### config.mk
export PLATFORM = sky130hd
export DESIGN_NAME = pll_divider_calculator_top_flat
export DESIGN_NICKNAME = d
export VERILOG_FILES = /design/src/hw/rtl/pdc_pkg.sv /design/src/hw/rtl/pdc_if.sv /design/src/hw/rtl/pll_divider_calculator_top.sv /design/src/hw/rtl/pdc_front.sv /design/src/hw/rtl/pdc_core.sv /design/src/flat_wrapper.sv
export SDC_FILE = /design/constraint.sdc
export NUM_CORES = 2
export LEC_CHECK = 0
export BUFFER_PORTS_ARGS = -buffer_cell sky130_fd_sc_hd__buf_2
export CAP_MARGIN = 10
export CORE_MARGIN = 2
export CORE_UTILIZATION = 39
export CTS_CLUSTER_SIZE = 16
export DETAILED_ROUTE_END_ITERATION = 10
export GPL_TIMING_DRIVEN = 1
export PLACE_DENSITY = 0.55
export SLEW_MARGIN = 20
export SYNTH_ARGS = -nofsm -noshare
export SYNTH_HDL_FRONTEND = slang
export SYNTH_MEMORY_MAX_BITS = 65536
export SYNTH_SLANG_ARGS = --single-unit
### constraint.sdc
create_clock -name clk -period 108.2 [get_ports clk]
set_input_delay 32.46 -clock clk [delete_from_list [all_inputs] [get_ports clk]]
set_output_delay 32.46 -clock clk [all_outputs]
set_load 0.02 [all_outputs]
### src/hw/rtl/pdc_pkg.sv
`timescale 1ns / 1ps
`default_nettype none
package pdc_pkg;

  localparam int FRAC_BITS = 24;
  localparam int RATE_W    = 32;
  localparam int REF_W     = 6;
  localparam int VMIN_W    = 12;
  localparam int R_W       = 13;
  localparam int MUL_W     = 16;
  localparam int DP_W      = 3;
  localparam int FB_W      = 11;
  localparam int FRAC_W    = 24;
  localparam int ST_W      = 2;
  localparam int K_W       = 3;
  localparam int CFG_IDX_W = 1;
  localparam int CFG_W     = 12;
  localparam int RECIP_W   = 31;
  localparam int PROD_W    = RATE_W + RECIP_W;
  localparam int RECIP_SHIFT = 50;
  localparam int NUM_MUL   = 8;

  localparam int MAIN_W      = R_W + FRAC_BITS;
  localparam int MAIN_STEPS  = MAIN_W;
  localparam int GCD_START   = R_W;
  localparam int GCD_STEPS   = 2 * REF_W;
  localparam int QUO_START   = GCD_START + GCD_STEPS + 1;
  localparam int QUO_STEPS   = R_W;
  localparam int QUO_END     = QUO_START + QUO_STEPS;
  localparam int CORE_STAGES = (MAIN_STEPS > QUO_END) ? MAIN_STEPS : QUO_END;

  localparam logic [RATE_W-1:0]  MAX_RATE_HZ = 32'd3200000000;
  localparam logic [RECIP_W-1:0] RECIP_MHZ   = 31'h431BDE83;
  localparam logic [FB_W-1:0]    MAX_FB_DIV  = 11'h7ff;
  localparam int                 MAX_POST_DIV = 7;
  localparam logic [REF_W-1:0]   REF_CLOCK_RST = 6'd25;
  localparam logic [VMIN_W-1:0]  VCO_MIN_RST   = 12'd800;

  typedef enum logic [ST_W-1:0] {
    ST_OK       = 2'd0,
    ST_TOO_HIGH = 2'd1,
    ST_RANGE    = 2'd2
  } status_t;

  typedef enum logic [CFG_IDX_W-1:0] {
    REG_REF_CLOCK = 1'd0,
    REG_VCO_MIN   = 1'd1
  } cfg_reg_t;

  typedef struct packed {
    logic [REF_W-1:0] a;
    logic [REF_W-1:0] b;
    logic [K_W-1:0]   k;
  } gcd_t;

  typedef struct packed {
    logic              valid;
    status_t           status;
    logic              pll;
    logic [DP_W-1:0]   dp;
    logic [R_W-1:0]    r2;
    logic [REF_W-1:0]  rem;
    logic [MAIN_W-1:0] main_q;
    gcd_t              gcd;
    logic [REF_W-1:0]  gdiv;
    logic [REF_W-1:0]  rem_n;
    logic [R_W-1:0]    quo_n;
    logic [REF_W-1:0]  rem_m;
    logic [R_W-1:0]    quo_m;
  } core_t;

  // one restoring step: returns {quotient bit, new remainder}
  function automatic logic [REF_W:0] div_step(input logic [REF_W-1:0] rem,
                                              input logic din,
                                              input logic [REF_W-1:0] d);
    logic [REF_W:0] t;
    t = {rem, din};
    if (t >= {1'b0, d}) begin
      div_step = {1'b1, REF_W'(t - {1'b0, d})};
    end else begin
      div_step = {1'b0, t[REF_W-1:0]};
    end
  endfunction

  // one binary gcd step
  function automatic gcd_t gcd_step(input gcd_t g);
    gcd_t n;
    n = g;
    if (g.a == '0 || g.b == '0) begin
      n = g;
    end else if (!g.a[0] && !g.b[0]) begin
      n.a = g.a >> 1;
      n.b = g.b >> 1;
      n.k = g.k + K_W'(1);
    end else if (!g.a[0]) begin
      n.a = g.a >> 1;
    end else if (!g.b[0]) begin
      n.b = g.b >> 1;
    end else if (g.a >= g.b) begin
      n.a = REF_W'(g.a - g.b) >> 1;
    end else begin
      n.b = REF_W'(g.b - g.a) >> 1;
    end
    gcd_step = n;
  endfunction

endpackage
`default_nettype wire

### src/hw/rtl/pdc_if.sv
`timescale 1ns / 1ps
`default_nettype none
interface pdc_req_if;
  logic                       valid;
  logic                       ready;
  logic [pdc_pkg::RATE_W-1:0] rate_hz;
  logic                       pll_select;
  modport source(output valid, rate_hz, pll_select, input ready);
  modport sink(input valid, rate_hz, pll_select, output ready);
endinterface

interface pdc_res_if;
  logic                       valid;
  logic                       ready;
  logic [pdc_pkg::ST_W-1:0]   status;
  logic                       pll_id;
  logic [pdc_pkg::DP_W-1:0]   post_div;
  logic [pdc_pkg::FB_W-1:0]   feedback_div;
  logic [pdc_pkg::REF_W-1:0]  ref_div;
  logic [pdc_pkg::FRAC_W-1:0] frac_value;
  modport source(output valid, status, pll_id, post_div, feedback_div, ref_div, frac_value,
                 input ready);
  modport sink(input valid, status, pll_id, post_div, feedback_div, ref_div, frac_value,
               output ready);
endinterface
`default_nettype wire

### src/hw/rtl/pll_divider_calculator_top.sv
`timescale 1ns / 1ps
`default_nettype none
// PLL divider calculator. Each request carries a rate in Hz and a PLL select and yields one
// result with status, post, feedback and reference dividers and a fraction. The datapath is a
// fully pipelined chain: three front stages (range check and reciprocal multiply to MHz, post
// divider multiples, post divider pick), then 39 one-bit stages for the restoring divisions
// and the binary gcd, then the output register. A request is taken every cycle unless the
// output stalls, and a stalled output freezes the whole pipe. Write cfg registers only while
// no request is in flight.
module pll_divider_calculator_top (
  input  wire logic                          clk,
  input  wire logic                          rst_n,
  pdc_req_if.sink                            in_req,
  pdc_res_if.source                          out_res,
  input  wire logic                          cfg_we,
  input  wire logic [pdc_pkg::CFG_IDX_W-1:0] cfg_index,
  input  wire logic [pdc_pkg::CFG_W-1:0]     cfg_wdata
);
  import pdc_pkg::*;

  logic [REF_W-1:0]  refc_r;
  logic [VMIN_W-1:0] vmin_r;
  logic              adv;
  core_t             front_item, last;

  logic              out_valid_r;
  status_t           status_r, status_nxt;
  logic              pll_r;
  logic [DP_W-1:0]   post_r, post_nxt;
  logic [FB_W-1:0]   fb_r, fb_nxt;
  logic [REF_W-1:0]  ref_r, ref_nxt;
  logic [FRAC_W-1:0] frac_r, frac_nxt;
  logic [FRAC_BITS:0] fsum;

  always_ff @(posedge clk) begin
    if (!rst_n) begin
      refc_r <= REF_CLOCK_RST;
      vmin_r <= VCO_MIN_RST;
    end else if (cfg_we) begin
      case (cfg_reg_t'(cfg_index))
        REG_REF_CLOCK: refc_r <= cfg_wdata[REF_W-1:0];
        REG_VCO_MIN:   vmin_r <= cfg_wdata[VMIN_W-1:0];
        default: begin
        end
      endcase
    end
  end

  assign adv          = !out_valid_r || out_res.ready;
  assign in_req.ready = adv;

  pdc_front u_front (
    .clk        (clk),
    .rst_n      (rst_n),
    .adv        (adv),
    .in_valid   (in_req.valid),
    .in_rate_hz (in_req.rate_hz),
    .in_pll     (in_req.pll_select),
    .refc       (refc_r),
    .vmin       (vmin_r),
    .out_item   (front_item)
  );

  pdc_core u_core (
    .clk      (clk),
    .rst_n    (rst_n),
    .adv      (adv),
    .refc     (refc_r),
    .in_item  (front_item),
    .out_item (last)
  );

  assign fsum = {1'b0, last.main_q[FRAC_BITS-1:0]} + (FRAC_BITS + 1)'(1);

  always_comb begin
    status_nxt = last.status;
    post_nxt   = '0;
    fb_nxt     = '0;
    ref_nxt    = '0;
    frac_nxt   = '0;
    if (last.status == ST_OK) begin
      if (last.quo_n > R_W'(MAX_FB_DIV)) begin
        if (last.main_q[MAIN_W-1 -: R_W] > R_W'(MAX_FB_DIV)) begin
          status_nxt = ST_RANGE;
        end else begin
          post_nxt = last.dp;
          fb_nxt   = last.main_q[FRAC_BITS +: FB_W];
          ref_nxt  = REF_W'(1);
          frac_nxt = FRAC_W'(fsum);
        end
      end else begin
        post_nxt = last.dp;
        fb_nxt   = last.quo_n[FB_W-1:0];
        ref_nxt  = last.quo_m[REF_W-1:0];
      end
    end
  end

  always_ff @(posedge clk) begin
    if (!rst_n) begin
      out_valid_r <= 1'b0;
    end else if (adv) begin
      out_valid_r <= last.valid;
    end
  end

  always_ff @(posedge clk) begin
    if (adv) begin
      status_r <= status_nxt;
      pll_r    <= last.pll;
      post_r   <= post_nxt;
      fb_r     <= fb_nxt;
      ref_r    <= ref_nxt;
      frac_r   <= frac_nxt;
    end
  end

  assign out_res.valid        = out_valid_r;
  assign out_res.status       = status_r;
  assign out_res.pll_id       = pll_r;
  assign out_res.post_div     = post_r;
  assign out_res.feedback_div = fb_r;
  assign out_res.ref_div      = ref_r;
  assign out_res.frac_value   = frac_r;

`ifndef SYNTHESIS
  a_ok_nonzero_div: assert property (@(posedge clk) disable iff (!rst_n)
    (out_res.valid && out_res.status == ST_OK) |-> (out_res.post_div != '0 &&
      out_res.ref_div != '0))
    else $error("ok result with zero divider");

  a_err_fields_zero: assert property (@(posedge clk) disable iff (!rst_n)
    (out_res.valid && out_res.status != ST_OK) |-> (out_res.post_div == '0 &&
      out_res.feedback_div == '0 && out_res.ref_div == '0 && out_res.frac_value == '0))
    else $error("error result with nonzero fields");

  a_int_mode_no_frac: assert property (@(posedge clk) disable iff (!rst_n)
    (out_res.valid && out_res.status == ST_OK && out_res.ref_div != REF_W'(1)) |->
      (out_res.frac_value == '0))
    else $error("fraction set with reference divider above one");
`endif

endmodule
`default_nettype wire

### src/hw/rtl/pdc_front.sv
`timescale 1ns / 1ps
`default_nettype none
module pdc_front (
  input  wire logic                       clk,
  input  wire logic                       rst_n,
  input  wire logic                       adv,
  input  wire logic                       in_valid,
  input  wire logic [pdc_pkg::RATE_W-1:0] in_rate_hz,
  input  wire logic                       in_pll,
  input  wire logic [pdc_pkg::REF_W-1:0]  refc,
  input  wire logic [pdc_pkg::VMIN_W-1:0] vmin,
  output pdc_pkg::core_t                  out_item
);
  import pdc_pkg::*;

  logic              v1_r, pll1_r, hi1_r;
  logic [PROD_W-1:0] prod1_r;
  logic              v2_r, pll2_r, hi2_r;
  logic [R_W-1:0]    r2_r;
  logic [MUL_W-1:0]  mul_r [NUM_MUL];
  logic [MUL_W-1:0]  mul_nxt [NUM_MUL];
  logic [R_W-1:0]    r_nxt;
  core_t             item_r, item_nxt;

  // rate to whole MHz by reciprocal multiply
  always_ff @(posedge clk) begin
    if (!rst_n) begin
      v1_r <= 1'b0;
    end else if (adv) begin
      v1_r <= in_valid;
    end
  end

  always_ff @(posedge clk) begin
    if (adv) begin
      pll1_r  <= in_pll;
      hi1_r   <= in_rate_hz > MAX_RATE_HZ;
      prod1_r <= PROD_W'(in_rate_hz) * PROD_W'(RECIP_MHZ);
    end
  end

  // multiples of r for the post divider
  assign r_nxt = prod1_r[RECIP_SHIFT +: R_W];

  always_comb begin
    for (int k = 0; k < NUM_MUL; k++) begin
      mul_nxt[k] = MUL_W'(r_nxt) * MUL_W'(k);
    end
  end

  always_ff @(posedge clk) begin
    if (!rst_n) begin
      v2_r <= 1'b0;
    end else if (adv) begin
      v2_r <= v1_r;
    end
  end

  always_ff @(posedge clk) begin
    if (adv) begin
      pll2_r <= pll1_r;
      hi2_r  <= hi1_r;
      r2_r   <= r_nxt;
      for (int k = 0; k < NUM_MUL; k++) begin
        mul_r[k] <= mul_nxt[k];
      end
    end
  end

  // post divider pick
  always_comb begin
    logic            found;
    logic [DP_W-1:0] dp;
    found = 1'b0;
    dp    = DP_W'(1);
    if (MUL_W'(r2_r) >= MUL_W'(vmin)) begin
      found = 1'b1;
    end else begin
      for (int d = MAX_POST_DIV; d >= 2; d--) begin
        if (mul_r[d] > MUL_W'(vmin)) begin
          found = 1'b1;
          dp    = DP_W'(d);
        end
      end
    end
    item_nxt        = '0;
    item_nxt.valid  = v2_r;
    item_nxt.pll    = pll2_r;
    item_nxt.dp     = dp;
    item_nxt.r2     = mul_r[dp][R_W-1:0];
    item_nxt.main_q = {mul_r[dp][R_W-1:0], FRAC_BITS'(0)};
    if (hi2_r) begin
      item_nxt.status = ST_TOO_HIGH;
    end else if (r2_r == '0 || refc == '0 || !found) begin
      item_nxt.status = ST_RANGE;
    end else begin
      item_nxt.status = ST_OK;
    end
  end

  always_ff @(posedge clk) begin
    if (!rst_n) begin
      item_r.valid <= 1'b0;
    end else if (adv) begin
      item_r <= item_nxt;
    end
  end

  assign out_item = item_r;

endmodule
`default_nettype wire

### src/hw/rtl/pdc_core.sv
`timescale 1ns / 1ps
`default_nettype none
module pdc_core (
  input  wire logic                      clk,
  input  wire logic                      rst_n,
  input  wire logic                      adv,
  input  wire logic [pdc_pkg::REF_W-1:0] refc,
  input  pdc_pkg::core_t                 in_item,
  output pdc_pkg::core_t                 out_item
);
  import pdc_pkg::*;

  core_t stage_r   [CORE_STAGES];
  core_t stage_nxt [CORE_STAGES];

  for (genvar i = 0; i < CORE_STAGES; i++) begin : g_stage
    always_comb begin
      core_t          s;
      logic [REF_W:0] st;
      if (i == 0) begin
        s = in_item;
      end else begin
        s = stage_r[(i == 0) ? 0 : i - 1];
      end
      // gcd(refc, r2 mod refc) once the integer part is done
      if (i == GCD_START) begin
        s.gcd.a = refc;
        s.gcd.b = s.rem;
        s.gcd.k = '0;
      end else if (i > GCD_START && i <= GCD_START + GCD_STEPS) begin
        s.gcd = gcd_step(s.gcd);
      end
      if (i == QUO_START) begin
        s.gdiv  = REF_W'((s.gcd.a | s.gcd.b) << s.gcd.k);
        s.rem_n = '0;
        s.quo_n = s.r2;
        s.rem_m = '0;
        s.quo_m = R_W'(refc);
      end
      // (r2 << frac) / refc, one bit per stage
      if (i < MAIN_STEPS) begin
        st       = div_step(s.rem, s.main_q[MAIN_W-1], refc);
        s.rem    = st[REF_W-1:0];
        s.main_q = {s.main_q[MAIN_W-2:0], st[REF_W]};
      end
      // reduced dividers r2 / g and refc / g
      if (i >= QUO_START && i < QUO_END) begin
        st      = div_step(s.rem_n, s.quo_n[R_W-1], s.gdiv);
        s.rem_n = st[REF_W-1:0];
        s.quo_n = {s.quo_n[R_W-2:0], st[REF_W]};
        st      = div_step(s.rem_m, s.quo_m[R_W-1], s.gdiv);
        s.rem_m = st[REF_W-1:0];
        s.quo_m = {s.quo_m[R_W-2:0], st[REF_W]};
      end
      stage_nxt[i] = s;
    end

    always_ff @(posedge clk) begin
      if (!rst_n) begin
        stage_r[i].valid <= 1'b0;
      end else if (adv) begin
        stage_r[i] <= stage_nxt[i];
      end
    end
  end

  assign out_item = stage_r[CORE_STAGES-1];

endmodule
`default_nettype wire
### src/flat_wrapper.sv
// flat-port wrapper written by rule: the top's interface ports become plain ports
module pll_divider_calculator_top_flat import pdc_pkg::*;
  (clk, rst_n, cfg_we, cfg_index, cfg_wdata, in_req_valid, in_req_rate_hz, in_req_pll_select, in_req_ready, out_res_valid, out_res_status, out_res_pll_id, out_res_post_div, out_res_feedback_div, out_res_ref_div, out_res_frac_value, out_res_ready);
  pdc_req_if in_req_i ();
  pdc_res_if out_res_i ();
  input  wire logic clk;
  input  wire logic rst_n;
  input  wire logic cfg_we;
  input  wire logic [pdc_pkg::CFG_IDX_W-1:0] cfg_index;
  input  wire logic [pdc_pkg::CFG_W-1:0] cfg_wdata;
  input wire logic [$bits(in_req_i.valid)-1:0] in_req_valid;
  input wire logic [$bits(in_req_i.rate_hz)-1:0] in_req_rate_hz;
  input wire logic [$bits(in_req_i.pll_select)-1:0] in_req_pll_select;
  output wire logic [$bits(in_req_i.ready)-1:0] in_req_ready;
  output wire logic [$bits(out_res_i.valid)-1:0] out_res_valid;
  output wire logic [$bits(out_res_i.status)-1:0] out_res_status;
  output wire logic [$bits(out_res_i.pll_id)-1:0] out_res_pll_id;
  output wire logic [$bits(out_res_i.post_div)-1:0] out_res_post_div;
  output wire logic [$bits(out_res_i.feedback_div)-1:0] out_res_feedback_div;
  output wire logic [$bits(out_res_i.ref_div)-1:0] out_res_ref_div;
  output wire logic [$bits(out_res_i.frac_value)-1:0] out_res_frac_value;
  input wire logic [$bits(out_res_i.ready)-1:0] out_res_ready;
  assign in_req_i.valid = in_req_valid;
  assign in_req_i.rate_hz = in_req_rate_hz;
  assign in_req_i.pll_select = in_req_pll_select;
  assign in_req_ready = in_req_i.ready;
  assign out_res_valid = out_res_i.valid;
  assign out_res_status = out_res_i.status;
  assign out_res_pll_id = out_res_i.pll_id;
  assign out_res_post_div = out_res_i.post_div;
  assign out_res_feedback_div = out_res_i.feedback_div;
  assign out_res_ref_div = out_res_i.ref_div;
  assign out_res_frac_value = out_res_i.frac_value;
  assign out_res_i.ready = out_res_ready;
  pll_divider_calculator_top u_core (.clk(clk), .rst_n(rst_n), .in_req(in_req_i), .out_res(out_res_i), .cfg_we(cfg_we), .cfg_index(cfg_index), .cfg_wdata(cfg_wdata));
endmodule
[Word level (Yosys, flattened, before mapping)]
Memories as Yosys holds them, arrays and structs flattened. A register that Yosys moved wholly into a read port is not among the register bits.
Index checks and enable logic that the tools add are counted.
Storage, ports and cells
  memories kept: 2
  output and inout port bits: 49
  input bits: 51
  bits in registers: 155
  memory bits (read-only): 0
  RAM bits: 4886
  word-level logic and storage cells: 580
  latch bits: 0
Cells by class
  shift operators: 1
  add/subtract/negate cells: 100
  multiply operators: 5
  divide/modulo/power cells: 0
  order comparisons: 85
  bitwise logic cells: 43
  muxes and demuxes: 239
  equal/unequal tests: 0
  reductions and logical operators: 84
Memories
  u_core.u_core.stage_r: words 39, bits a word 122, read ports 39, clocked after memory_dff 0, write ports 39, RTL line pdc_core.sv:13  | core_t stage_r [CORE_STAGES];
  u_core.u_front.mul_r: words 8, bits a word 16, read ports 7, clocked after memory_dff 1, write ports 8, RTL line pdc_front.sv:20  | logic [MUL_W-1:0] mul_r [NUM_MUL];
Operators with widths (count)
  $sub A6 B6 Y6: 84
  $mux W7: 63
  $mux W6: 73
  $ge A7 B6 Y1: 60
  $mux W15: 12
  $logic_not A6 Y1: 25
  $mux W12: 12
  $gt A16 B12 Y1: 6
  $ge A6 B6 Y1: 12
  $mul A32 B31 Y63 const B: 1
  $mux W3: 21
  $mux W1: 52
  $or A1 B1 Y1: 39
  $add A3 B1 Y3 const B: 12
  $gt A32 B32 Y1 const B: 1
  $mul A13 B3 Y16 const B: 2
  $mul A13 B2 Y15 const B: 2
  $gt A13 B11 Y1 const B: 2
  $logic_not A1 Y1: 26
  $add A24 B1 Y24 const B: 1
  $mux W11: 2
  $logic_or A1 B1 Y1: 15
  $ge A13 B12 Y1: 1
  $logic_not A13 Y1: 1
  other kinds (12): 32

[Logic depth before layout (Yosys ltp)]
An unclocked memory read counts as a cell.
  depth after elaboration: 12
  mapped depth: 26
  mapped depth without buffers: 26

[By module]
From an unflattened synthesis, not the netlist that was laid out.
Unflattened totals
  cell total of the unflattened synthesis: 10153
  area total of the unflattened synthesis: 156602.7 um^2
By module, submodules not included
  pdc_core: seq. area each 99325.3 um^2, times used 1, cells each 7542, area each 129529.2 um^2
  pdc_front: seq. area each 2792.7 um^2, times used 1, cells each 2356, area each 24184.4 um^2
  pll_divider_calculator_top: seq. area each 1791.7 um^2, times used 1, cells each 255, area each 2889.0 um^2

[Worst setup path after synthesis]
OpenSTA, ideal clock, no wires.
  path kind: input to register
  from: in out_res_ready
  to: mem u_core.u_core.stage_r[0][100] (netlist bit) (enable)
  stages: 5
  arrival: 86.282 ns
  path slack: 19.016 ns
  library setup time: 2.901 ns
  data required time: 105.299 ns
  buffers on the path: 2
  path through: nor2b_1 -> clkbuf_1 -> inv_1 -> clkbuf_1 -> and2_1
RTL lines
  start, declared: RTL line flat_wrapper.sv:22  | input wire logic [$bits(out_res_i.ready)-1:0] out_res_ready;
  end, declared: RTL line pdc_core.sv:13

[Worst setup path in the final report]
  from: in out_res_ready
  to: out in_req_ready
Between the ends
  word-level cells in the longest chain between the ends: 1
RTL lines
  $logic_or A1 B1 Y1: RTL line pll_divider_calculator_top.sv:49  | assign adv = !out_valid_r || out_res.ready;
  end, declared: RTL line flat_wrapper.sv:14  | output wire logic [$bits(in_req_i.ready)-1:0] in_req_ready;
No other way between the ends.

==> summary.txt <==
Clock tree
  • Hold bufs inserted after CTS: 0
  • Post-CTS sizing: 0
  • Setup Buffers After CTS: 0
  • CTS tree: done
  • CTS Sinks: 2410
  • CTS Buf Count: 266
  • H-tree level count: 5
  • Worst skew pair latency: just over 0.8 ns
  • CTS root buf: clkbuf_16
  • CTS clk-pin slew, worst paths: 0.06 ns
  • Clock Tree Buf Depth: 4

Worst setup path
  • Worst-path fanout max: 91
  • CP Launch Type: input port
  • Worst setup path class: input port to primary output
  • Crit end category: primary output
  • Critical Path RT: 75.74 ns
  • WP data arrival: about 34 ns

Cells and area
  • Most frequent cells in the layout: edfxtp_1 (2387), inv_1 (1203), ha_1 (1026)
  • Layout area overhead: 11.5%
  • Layout cells sized above 1: 0.0794
  • Register area: ~72000 µm²
  • Footprint of the multi-input gates: around 43000 µm²
  • Commonest non-fill, non-tap cell in the layout: edfxtp_1
  • Filler Cell Count: 27900
  • Post-layout nets: a little over 10000

Route
  • Routed Antenna Nets: 0
  • Via-to-Cell Ratio: 4.94
  • Final wirelength: 230000 µm
  • DR vias: 65000
  • Initial DRC Count: 4572
  • DRT Pass-1 Iters: 5
  • DRC: 0
  • Wire per inst: 17.5 µm

Logic synthesis
  • Yosys warns: 0
  • Sequential-to-total area share from yosys stat: 0.598
  • Mapped cell area: 121000 µm²
  • Mean Syn Cell Area: 14.0 µm²
  • Prevailing post-synth register cell: edfxtp_1
  • Synthesized instance count: 8597
  • Seq cells post-synth: approximately 2400
  • Number of flops mapped to enable cells by yosys: 2387
  • Ys async rst share: 0
  • Synth unique cells: between 90 and 100

Timing
  • # setup viols final: 0
  • Worst-Margin Slew: 1.07 ns
  • Setup TNS: 0 ns
  • Final hold violations: 0
  • RSZ-0062 raised after global routing: false
  • Max Transition Viols Final: 0
  • Hold Worst Slack: 0.394 ns
  • Period utilization: 0.613
  • Maximum clock rate: 0.0151 GHz
  • Clk_skew: about 0.044 ns
  • Worst rel slew slack: 0.288
  • Crit path time final: approximately 66 ns
  • Setup WS post-layout: 41.83 ns

Die
  • DIE WIDTH: 560 µm
  • Die area: 314000 µm²
  • Num ports: 100
  • Die Y: around 560 µm
  • Initial Util: 0.391
  • Row cnt: 204
  • Core area: 308000 µm²

Place
  • Place WS: 41.86 ns
  • Placed wire-length estimate: 161000 µm
  • Port bufs: 99
  • Routability congestion estimate: between 0.8 and 0.9

Power
  • Cell Pwr Density: roughly 32 nW/µm²
  • VDD IR-drop max: 0.0410 mV
  • Leak: 54.3 nW

Global route
  • Gr ovfl total: 0
  • First-pass GRT wire length: 369000 µm
  • Vias in the first global route: around 68000
  • Largest net degree at the start of global routing: 189
  • Total GRT Usage: 0.146
  • Initial antenna violation count: 7

Flow run
  • Max Cap Violations: 0

Status
  • Status: complete, no violations

Hold path
  • Min-delay worst type: flop to flop
[critical path, stage by stage]
cell	delay [ns]
buf_2	0.10
nor2b_1	0.50
inv_6	0.44
buf_2	0.32
[cells by family after synthesis]
| group | count (synthesis) | share of synthesized area |
|---|---|---|
| adders and majority gates | 1490 | 0.183 |
| buffers and inverters | 1367 | 0.0432 |
| xor gates and xnor gates | 368 | 0.0267 |
| other | 1 | 0.0000311 |
| AOI/OAI and AO/OA | 1441 | 0.0749 |
| and+or+nand+nor | 1257 | 0.0508 |
| muxes | 263 | 0.0233 |
| DFF | 2410 | 0.598 |
[metal layers]
layer | track usage | vias up | wire (µm) | share of wire
met1 | 0.202 | 32000 | 107000 | 0.47
met2 | 0.236 | 1103 | 107000 | 0.47
li1 | - | 31500 | - | -
met4 | 0.0411 | 2 | 6100 | 0.027
met3 | 0.0246 | 383 | 9510 | 0.041
met5 | 0 | - | 14 | 0.000061
[state kept, by name, summed over array words and instances (netlist names)]
signal	count
u_core.u_core.stage_r	2250
u_core.u_front.mul_r	55
u_core.out_res.frac_value	24
u_core.u_front.out_item	20
u_core.u_front.prod1_r	13
u_core.vmin_r	12
u_core.out_res.feedback_div	11
u_core.out_res.ref_div	6
u_core.refc_r	6
u_core.out_res.post_div	3
u_core.out_res.status	2
u_core.out_res.pll_id	1
u_core.out_res.valid	1
u_core.u_front.hi1_r	1
u_core.u_front.hi2_r	1
u_core.u_front.pll1_r	1
u_core.u_front.pll2_r	1
u_core.u_front.v1_r	1
u_core.u_front.v2_r	1
[cell type report]
cell class,count,share of cell area
clock buffer,324,0.0526
clock inverter,137,0.0101
multi-input combinational,4821,0.322
antenna,1,0.0000186
inverter,1208,0.0338
tap,4120,0.0383
timing repair buffer,144,0.00665
sequential,2410,0.536
[worst paths after layout]
path,from,end,slack [ns],depth (start not counted)
worst max-delay path,out_res_ready,in_req_ready,41.83,4
worst min-delay path,u_core.u_core.stage_r[1][916]$_DFFE_PP_,u_core.u_core.stage_r[2][63]$_DFFE_PP_,0.39,0
worst max register to register,u_core.out_res.valid$_SDFFE_PN0N_,u_core.u_core.stage_r[3][755]$_DFFE_PP_,101.00,9
worst min register to register,u_core.u_core.stage_r[1][916]$_DFFE_PP_,u_core.u_core.stage_r[2][63]$_DFFE_PP_,0.39,0
[Yosys cell counts, types with 8 or more instances]
cell type	instances	share of area
xor2_1	152	0.011
xnor2_1	216	0.016
o21a_1	34	0.0021
nor3_1	43	0.0018
nor2b_1	92	0.0048
and3_1	52	0.0027
a21oi_1	424	0.018
nand2b_1	30	0.0016
nand4_1	78	0.0040
a22o_1	12	0.00087
o21bai_1	51	0.0032
dfxtp_1	23	0.0038
nor4_1	31	0.0016
nand2_1	350	0.011
o211ai_1	22	0.0014
o31ai_1	16	0.0010
nand3_1	105	0.0044
or2_2	20	0.0010
o221ai_1	9	0.00065
clkbuf_1	147	0.0046
inv_1	1205	0.037
and2_1	25	0.0013
edfxtp_1	2387	0.59
o211a_1	52	0.0043
a21boi_0	34	0.0021
a211o_1	8	0.00058
mux2i_1	118	0.0098
mux2_2	145	0.014
o21ai_0	370	0.015
a211oi_1	24	0.0015
or3_1	11	0.00057
o22ai_1	87	0.0045
nor2_1	333	0.010
or4_1	61	0.0038
a21o_1	152	0.0095
a22oi_1	14	0.00087
a31oi_1	32	0.0017
fa_1	464	0.077
ha_1	1026	0.11
[power by group]
part           switching, mW  internal (mW)
registers              0.112           1.25
logic                   1.15          0.853
clock network          0.354          0.521
total                   1.62           2.63
[stage by stage]
step            util  total power, mW  instance area, µm²  cells
3_3_place_gp   0.409             3.36              126000  12700
3_5_place_dp   0.409             3.39              126000  12700
4_1_cts        0.436             4.30              134000  13200
2_1_floorplan      -             2.92              121000   8598
6_report       0.436             4.25              135000  13200
5_1_grt        0.436             4.63              135000  13200
(Power assumes the default switching activity.)
